===== src/rtl/tcw_pkg.sv =====
// Shared types and constants of the text console writer.
package tcw_pkg;

   // Screen geometry defaults and fixed field widths
   localparam int COLUMNS_DEFAULT     = 80;
   localparam int ROWS_DEFAULT        = 25;
   localparam int QUEUE_DEPTH_DEFAULT = 4;

   localparam int KIND_W     = 2;
   localparam int CHAR_W     = 8;
   localparam int ATTR_W     = 8;
   localparam int ROW_W      = 5;
   localparam int COL_W      = 7;
   localparam int WORD_W     = 16;
   localparam int REQ_DATA_W = 32;
   localparam int RSP_DATA_W = 32;

   localparam int TAB_WIDTH = 4;

   localparam logic [CHAR_W-1:0] SPACE_CHAR       = 8'h20;
   localparam logic [CHAR_W-1:0] NEWLINE_CHAR     = 8'h0A;
   localparam logic [CHAR_W-1:0] TAB_CHAR         = 8'h09;
   localparam logic [ATTR_W-1:0] RESET_BLANK_ATTR = 8'h0F;

   // Request kinds
   localparam logic [KIND_W-1:0] KIND_PUT   = 2'd0;
   localparam logic [KIND_W-1:0] KIND_READ  = 2'd1;
   localparam logic [KIND_W-1:0] KIND_CLEAR = 2'd2;

   // Classified operation handed from front to back
   typedef enum logic [2:0] {
      OP_PRINT    = 3'd0,
      OP_NEWLINE  = 3'd1,
      OP_TAB      = 3'd2,
      OP_READ     = 3'd3,
      OP_READ_OUT = 3'd4,
      OP_CLEAR    = 3'd5,
      OP_NOP      = 3'd6
   } op_type;

   typedef struct packed {
      op_type            op;
      logic [CHAR_W-1:0] ch;
      logic [ATTR_W-1:0] attr;
      logic [ROW_W-1:0]  row;
      logic [COL_W-1:0]  col;
   } cmd_type;

endpackage


===== src/rtl/tcw_front.sv =====
// Front end: classifies incoming requests and queues them for the back end.
module tcw_front #(
   parameter int COLUMNS = tcw_pkg::COLUMNS_DEFAULT,
   parameter int ROWS    = tcw_pkg::ROWS_DEFAULT,
   parameter int DEPTH   = tcw_pkg::QUEUE_DEPTH_DEFAULT
) (
   input  logic                            clock,
   input  logic                            reset,
   input  logic                            hold,
   input  logic                            req_tvalid,
   output logic                            req_tready,
   input  logic [tcw_pkg::REQ_DATA_W-1:0]  req_tdata,
   input  logic [tcw_pkg::KIND_W-1:0]      req_tuser,
   output logic                            cmd_valid,
   input  logic                            cmd_ready,
   output tcw_pkg::cmd_type                cmd
);

   localparam int PTR_W = $clog2(DEPTH);
   localparam logic [PTR_W-1:0] PTR_LAST = PTR_W'(DEPTH - 1);
   localparam logic [PTR_W:0]   CNT_FULL = (PTR_W + 1)'(DEPTH);
   localparam logic [tcw_pkg::ROW_W+1:0] ROW_LIM = (tcw_pkg::ROW_W + 2)'(ROWS);
   localparam logic [tcw_pkg::COL_W:0]   COL_LIM = (tcw_pkg::COL_W + 1)'(COLUMNS);

   tcw_pkg::cmd_type q_ff [DEPTH];
   logic [PTR_W-1:0] wr_ptr_ff, wr_ptr_in;
   logic [PTR_W-1:0] rd_ptr_ff, rd_ptr_in;
   logic [PTR_W:0]   count_ff, count_in;

   tcw_pkg::cmd_type             cls;
   logic [tcw_pkg::KIND_W-1:0]   kind;
   logic                         push, pop, in_range;

   assign kind     = req_tuser;
   assign in_range = ({2'b00, req_tdata[20:16]} < ROW_LIM) &&
                     ({1'b0, req_tdata[27:21]} < COL_LIM);

   always_comb begin
      cls.ch   = req_tdata[7:0];
      cls.attr = req_tdata[15:8];
      cls.row  = req_tdata[20:16];
      cls.col  = req_tdata[27:21];
      unique case (kind)
         tcw_pkg::KIND_PUT: begin
            if (cls.ch == tcw_pkg::NEWLINE_CHAR)  cls.op = tcw_pkg::OP_NEWLINE;
            else if (cls.ch == tcw_pkg::TAB_CHAR) cls.op = tcw_pkg::OP_TAB;
            else                                  cls.op = tcw_pkg::OP_PRINT;
         end
         tcw_pkg::KIND_READ:  cls.op = in_range ? tcw_pkg::OP_READ : tcw_pkg::OP_READ_OUT;
         tcw_pkg::KIND_CLEAR: cls.op = tcw_pkg::OP_CLEAR;
         default:             cls.op = tcw_pkg::OP_NOP;
      endcase
   end

   assign req_tready = (count_ff != CNT_FULL) && !hold;
   assign push       = req_tvalid && req_tready;
   assign cmd_valid  = (count_ff != '0);
   assign pop        = cmd_valid && cmd_ready;
   assign cmd        = q_ff[rd_ptr_ff];

   always_comb begin
      wr_ptr_in = wr_ptr_ff;
      rd_ptr_in = rd_ptr_ff;
      count_in  = count_ff;
      if (push) wr_ptr_in = (wr_ptr_ff == PTR_LAST) ? '0 : wr_ptr_ff + 1'b1;
      if (pop)  rd_ptr_in = (rd_ptr_ff == PTR_LAST) ? '0 : rd_ptr_ff + 1'b1;
      if (push && !pop)      count_in = count_ff + 1'b1;
      else if (pop && !push) count_in = count_ff - 1'b1;
   end

   always_ff @(posedge clock) begin
      if (reset) begin
         wr_ptr_ff <= '0;
         rd_ptr_ff <= '0;
         count_ff  <= '0;
      end else begin
         wr_ptr_ff <= wr_ptr_in;
         rd_ptr_ff <= rd_ptr_in;
         count_ff  <= count_in;
      end
   end

   always_ff @(posedge clock) begin
      if (push) q_ff[wr_ptr_ff] <= cls;
   end

endmodule


===== config.mk =====
export PLATFORM = sky130hd
export DESIGN_NAME = tcw_front
export DESIGN_NICKNAME = d
export VERILOG_FILES = /design/src/rtl/tcw_pkg.sv /design/src/rtl/tcw_front.sv
export SDC_FILE = /design/constraint.sdc
export NUM_CORES = 1
export LEC_CHECK = 0
export ABC_CLOCK_PERIOD_IN_PS = 1890
export BUFFER_PORTS_ARGS = -buffer_cell sky130_fd_sc_hd__buf_2
export CORE_ASPECT_RATIO = 0.5
export CORE_MARGIN = 2
export CORE_UTILIZATION = 51
export CTS_CLUSTER_SIZE = 16
export DETAILED_ROUTE_END_ITERATION = 7
export GPL_ROUTABILITY_DRIVEN = 1
export PLACE_DENSITY = 0.85
export RECOVER_POWER = 25
export SKIP_LAST_GASP = 1
export SYNTH_ARGS = -nofsm -noshare
export SYNTH_HDL_FRONTEND = slang
export SYNTH_SLANG_ARGS = --single-unit

===== constraint.sdc =====
create_clock -name clock -period 1.89 [get_ports clock]
set_input_delay 0.2835 -clock clock [delete_from_list [all_inputs] [get_ports clock]]
set_output_delay 0.2835 -clock clock [all_outputs]
set_load 0.03 [all_outputs]

==> impl_metrics.xml <==
<?xml version="1.0" encoding="UTF-8"?>
<metrics>
  <group name="status">
    <metric name="outcome" unit="">complete, but fails checks</metric>
    <metric name="violations_in_the_final_reports" unit="">setup timing</metric>
  </group>
  <group name="setup_path">
    <metric name="critical_path_fanouts_max" unit="">9</metric>
    <metric name="cp_data_required_time" unit="ns">1.61</metric>
    <metric name="worst_ep_arrival_time" unit="ns">1.75</metric>
    <metric name="critical_path.reg2reg.endpoint" unit="">count_ff[2]$_SDFFE_PP0P_</metric>
    <metric name="worst_r2r_path_depth" unit="">8</metric>
    <metric name="critPathLaunchType" unit="">flop</metric>
    <metric name="rrSetupSlack" unit="ns">-0.02</metric>
    <metric name="startpoint_to_endpoint_class_of_the_critical_path" unit="">flop to primary output</metric>
    <metric name="cp-end-kind" unit="">primary output</metric>
    <metric name="r2r-start" unit="">count_ff[2]$_SDFFE_PP0P_</metric>
  </group>
  <group name="logic_synthesis">
    <metric name="asyncSetResetFlopFracSynth" unit="%">0</metric>
    <metric name="net_count_after_synthesis" unit="">272</metric>
    <metric name="netlist_top_cells_area" unit="">sky130_fd_sc_hd__edfxtp_1 (73%), sky130_fd_sc_hd__mux4_2 (14%), sky130_fd_sc_hd__dfxtp_1 (3.6%)</metric>
    <metric name="synth.yosys.seq_area_share" unit="%">77.0</metric>
    <metric name="synth.lib_cells_used.distinct" unit="">32</metric>
    <metric name="synth.cell_area" unit="um2">5070</metric>
    <metric name="synth-main-ff-cell" unit="">sky130_fd_sc_hd__edfxtp_1</metric>
    <metric name="ys_warn_count" unit="">0</metric>
    <metric name="syn_area_per_cell" unit="um2">22.4</metric>
    <metric name="yosysMostFrequentCell" unit="">sky130_fd_sc_hd__edfxtp_1</metric>
    <metric name="postSynthRegisterBits" unit="">133</metric>
    <metric name="yosys.area.top_type_share" unit="%">73.4</metric>
    <metric name="synth.cells.most_frequent" unit="">sky130_fd_sc_hd__edfxtp_1 (124), sky130_fd_sc_hd__mux4_2 (31), sky130_fd_sc_hd__dfxtp_1 (9), sky130_fd_sc_hd__nor2_1 (7)</metric>
    <metric name="yosys.area.top_type" unit="">sky130_fd_sc_hd__edfxtp_1</metric>
    <metric name="post_synth_edffs" unit="">124</metric>
    <metric name="synthCells" unit="">226</metric>
  </group>
  <group name="sta">
    <metric name="fin_tns_setup" unit="ns">-3.25</metric>
    <metric name="final.setup_skew" unit="ns">0.00756</metric>
    <metric name="timing.final.max_slew_violations" unit="">0</metric>
    <metric name="relSlewSlack" unit="%">70.1</metric>
    <metric name="final.setup.worst_slack" unit="ns">-0.143</metric>
    <metric name="layout_min_cycle_time" unit="ns">2.03</metric>
    <metric name="tightestPinTransition" unit="ns">0.443</metric>
    <metric name="final_hold_viol_count" unit="">0</metric>
    <metric name="final-setup-viol-count" unit="">32</metric>
    <metric name="setup_repair_after_global_routing_missed_its_margin" unit="">yes</metric>
    <metric name="final.period_utilization" unit="%">108</metric>
    <metric name="max_freq" unit="MHz">492</metric>
  </group>
  <group name="cells_and_area">
    <metric name="drive_gt1_share" unit="%">42.5</metric>
    <metric name="finalCoreUtilization" unit="%">67.2</metric>
    <metric name="syn2layout_area_growth" unit="%">26.4</metric>
    <metric name="design.final.nets" unit="">372</metric>
    <metric name="antenna_cells" unit="">0</metric>
  </group>
  <group name="placement">
    <metric name="placement.io_buffers" unit="">67</metric>
    <metric name="gp_congestion" unit="">0.711</metric>
    <metric name="dp.final_hpwl" unit="um">5870</metric>
  </group>
  <group name="cts">
    <metric name="htree_num_levels" unit="">4</metric>
    <metric name="cts_tree" unit="">built</metric>
    <metric name="clock_tree.buffer_depth" unit="">2</metric>
    <metric name="ctsRootBufferMaster" unit="">sky130_fd_sc_hd__clkbuf_16</metric>
    <metric name="post_cts.repair.setup_buffers" unit="">0</metric>
    <metric name="tritoncts_num_sinks" unit="">133</metric>
    <metric name="cts_made_buffers" unit="">17</metric>
    <metric name="worstSkewPairLatency" unit="ns">0.41</metric>
    <metric name="cts.clk_slew.worst_paths" unit="ns">0.05</metric>
  </group>
  <group name="floorplan">
    <metric name="fp.coreArea" unit="um2">9540</metric>
    <metric name="dieArea" unit="um2">10800</metric>
    <metric name="die_y" unit="um">74.5</metric>
    <metric name="ios" unit="">72</metric>
    <metric name="floorplan.die.width" unit="um">145</metric>
    <metric name="initial_cell_density_of_the_core" unit="%">53.2</metric>
    <metric name="cell_row_count" unit="">25</metric>
  </group>
  <group name="worst_hold_path">
    <metric name="min_delay_path_depth" unit="">1</metric>
    <metric name="whs_endpoint" unit="">q_ff[2][5]$_DFFE_PP_</metric>
    <metric name="classification_of_the_worst_slack_hold_path" unit="">input port to flop</metric>
    <metric name="min-delay-start" unit="">req_tdata[26]</metric>
  </group>
  <group name="drt">
    <metric name="dr_total_vias" unit="">2618</metric>
    <metric name="drt.antenna.violating_nets" unit="">0</metric>
    <metric name="drt_pass1_iterations" unit="">6</metric>
    <metric name="routed_wirelength" unit="um">10200</metric>
    <metric name="drt_iter0_markers" unit="">199</metric>
    <metric name="routed_via_density" unit="">5.52</metric>
    <metric name="drc" unit="">0</metric>
    <metric name="dr_wl_cell" unit="um">21.5</metric>
  </group>
  <group name="power_and_ir_drop">
    <metric name="power_leakage" unit="nW">2.21</metric>
    <metric name="report.power.total" unit="mW">8.87</metric>
    <metric name="power-per-cell-area" unit="nW/um2">1380</metric>
    <metric name="power_frac_seq" unit="%">39.7</metric>
    <metric name="power_switching_share" unit="%">27.4</metric>
    <metric name="share_clk_of_total_power" unit="%">35.1</metric>
    <metric name="total_switching_power" unit="mW">2.43</metric>
    <metric name="power.internal" unit="mW">6.44</metric>
    <metric name="combinationalPowerShare" unit="%">25.2</metric>
    <metric name="vdd_ir_drop_max" unit="uV">641</metric>
  </group>
  <group name="global_route">
    <metric name="grt_antenna_before_repair" unit="">1</metric>
    <metric name="grt_pass1_vias" unit="">2696</metric>
    <metric name="wire_length_of_the_first_global_routing_pass" unit="um">14500</metric>
    <metric name="grt_start_max_net_pins" unit="">32</metric>
    <metric name="globalRoute.totalOverflow" unit="">0</metric>
    <metric name="grt.total_usage" unit="%">18.9</metric>
  </group>
  <group name="job">
    <metric name="maxCapViolCount" unit="">0</metric>
  </group>
</metrics>
final cells by class:
class | instances | area (um2)
clock buffers | 28 | 527
clock inverters | 4 | 43.8
fillers | 589 | 3130
inverters | 6 | 22.5
multi-input cells | 80 | 1110
flip-flops and latches | 133 | 3910
well taps | 135 | 169
repair buffers | 88 | 626
critical path, cell delays in order, from the launching register on:
cell and delay, ns:
sky130_fd_sc_hd__dfxtp_4 0.43, sky130_fd_sc_hd__buf_12 0.17, sky130_fd_sc_hd__mux4_2 0.53, sky130_fd_sc_hd__buf_2 0.21
what timing repair did:
action                                  4_1_cts  5_1_grt
endpoints found under the setup margin       32       32
hold buffers                                  0        0
pin swaps                                     2        0
cloned                                        0        2
gates resized for setup                       3       40
worst max-delay path by stage:
stage | end | slack [ns] | depth (start not counted)
finish | cmd[22] | -0.14 | 3
global route | cmd[10] | -0.19 | 3
CTS | cmd[22] | -0.17 | 3
detailed placement | count_ff[2]$_SDFFE_PP0P_ | -0.05 | 8
global placement | count_ff[2]$_SDFFE_PP0P_ | 0.05 | 8
floorplan | count_ff[2]$_SDFFE_PP0P_ | -0.05 | 8
registers in the layout, summed over array words and instances, names as in the netlist, named ones only:
name	count
wr_ptr_ff	2
rd_ptr_ff	2
q_ff	124
count_ff	3
logic make-up after synthesis:
family	share of synthesized area, %
fa+ha+maj	1.87
xor+xnor	0.345
buf+inv	1.48
simple gates	2.91
compound gates	2.27
flops	77.0
mux	14.2
cell usage in the layout, fill, tap and decap left out, drive strengths merged, types with 3 or more instances in the layout:
cell and n:
and2 4, inv 6, a21oi 4, nor2 7, clkbuf 47, edfxtp 124, buf 69, ha 6
dfxtp 9, o31ai 3, mux4 31, clkinv 3, or3 3
per-stage QoR:
step / instance area [um2] / worst slack, ns / instances / hold WS (ns)
3_3_place_gp: 5710 / 0.0503 / 440 / 0.489
3_5_place_dp: 5710 / -0.0507 / 440 / 0.494
5_1_grt: 6410 / -0.188 / 474 / 0.109
6_report: 6410 / -0.143 / 474 / 0.108
2_1_floorplan: 5090 / -0.0475 / 226 / 0.382
4_1_cts: 6300 / -0.171 / 472 / 0.0770
power groups by stage:
stage | clock, mW | combinational (mW) | sequential, mW
finish | 3.11 | 2.24 | 3.52
floorplan | 0 | 1.41 | 3.54
detailed placement | 0 | 1.98 | 3.54
CTS | 3.15 | 2.03 | 3.50
global route | 3.26 | 2.36 | 3.53
global placement | 0 | 1.92 | 3.52
per-layer routing:
metal / vias up / part of all wire, % / global-route usage, %
li1: 1143 / - / -
met1: 1366 / 40 / 22.2
met2: 92 / 52 / 32.9
met3: 15 / 6.5 / 6.63
met4: 2 / 1.2 / 7.81
met5: - / 0.069 / 0
(Power assumes the default switching activity.)
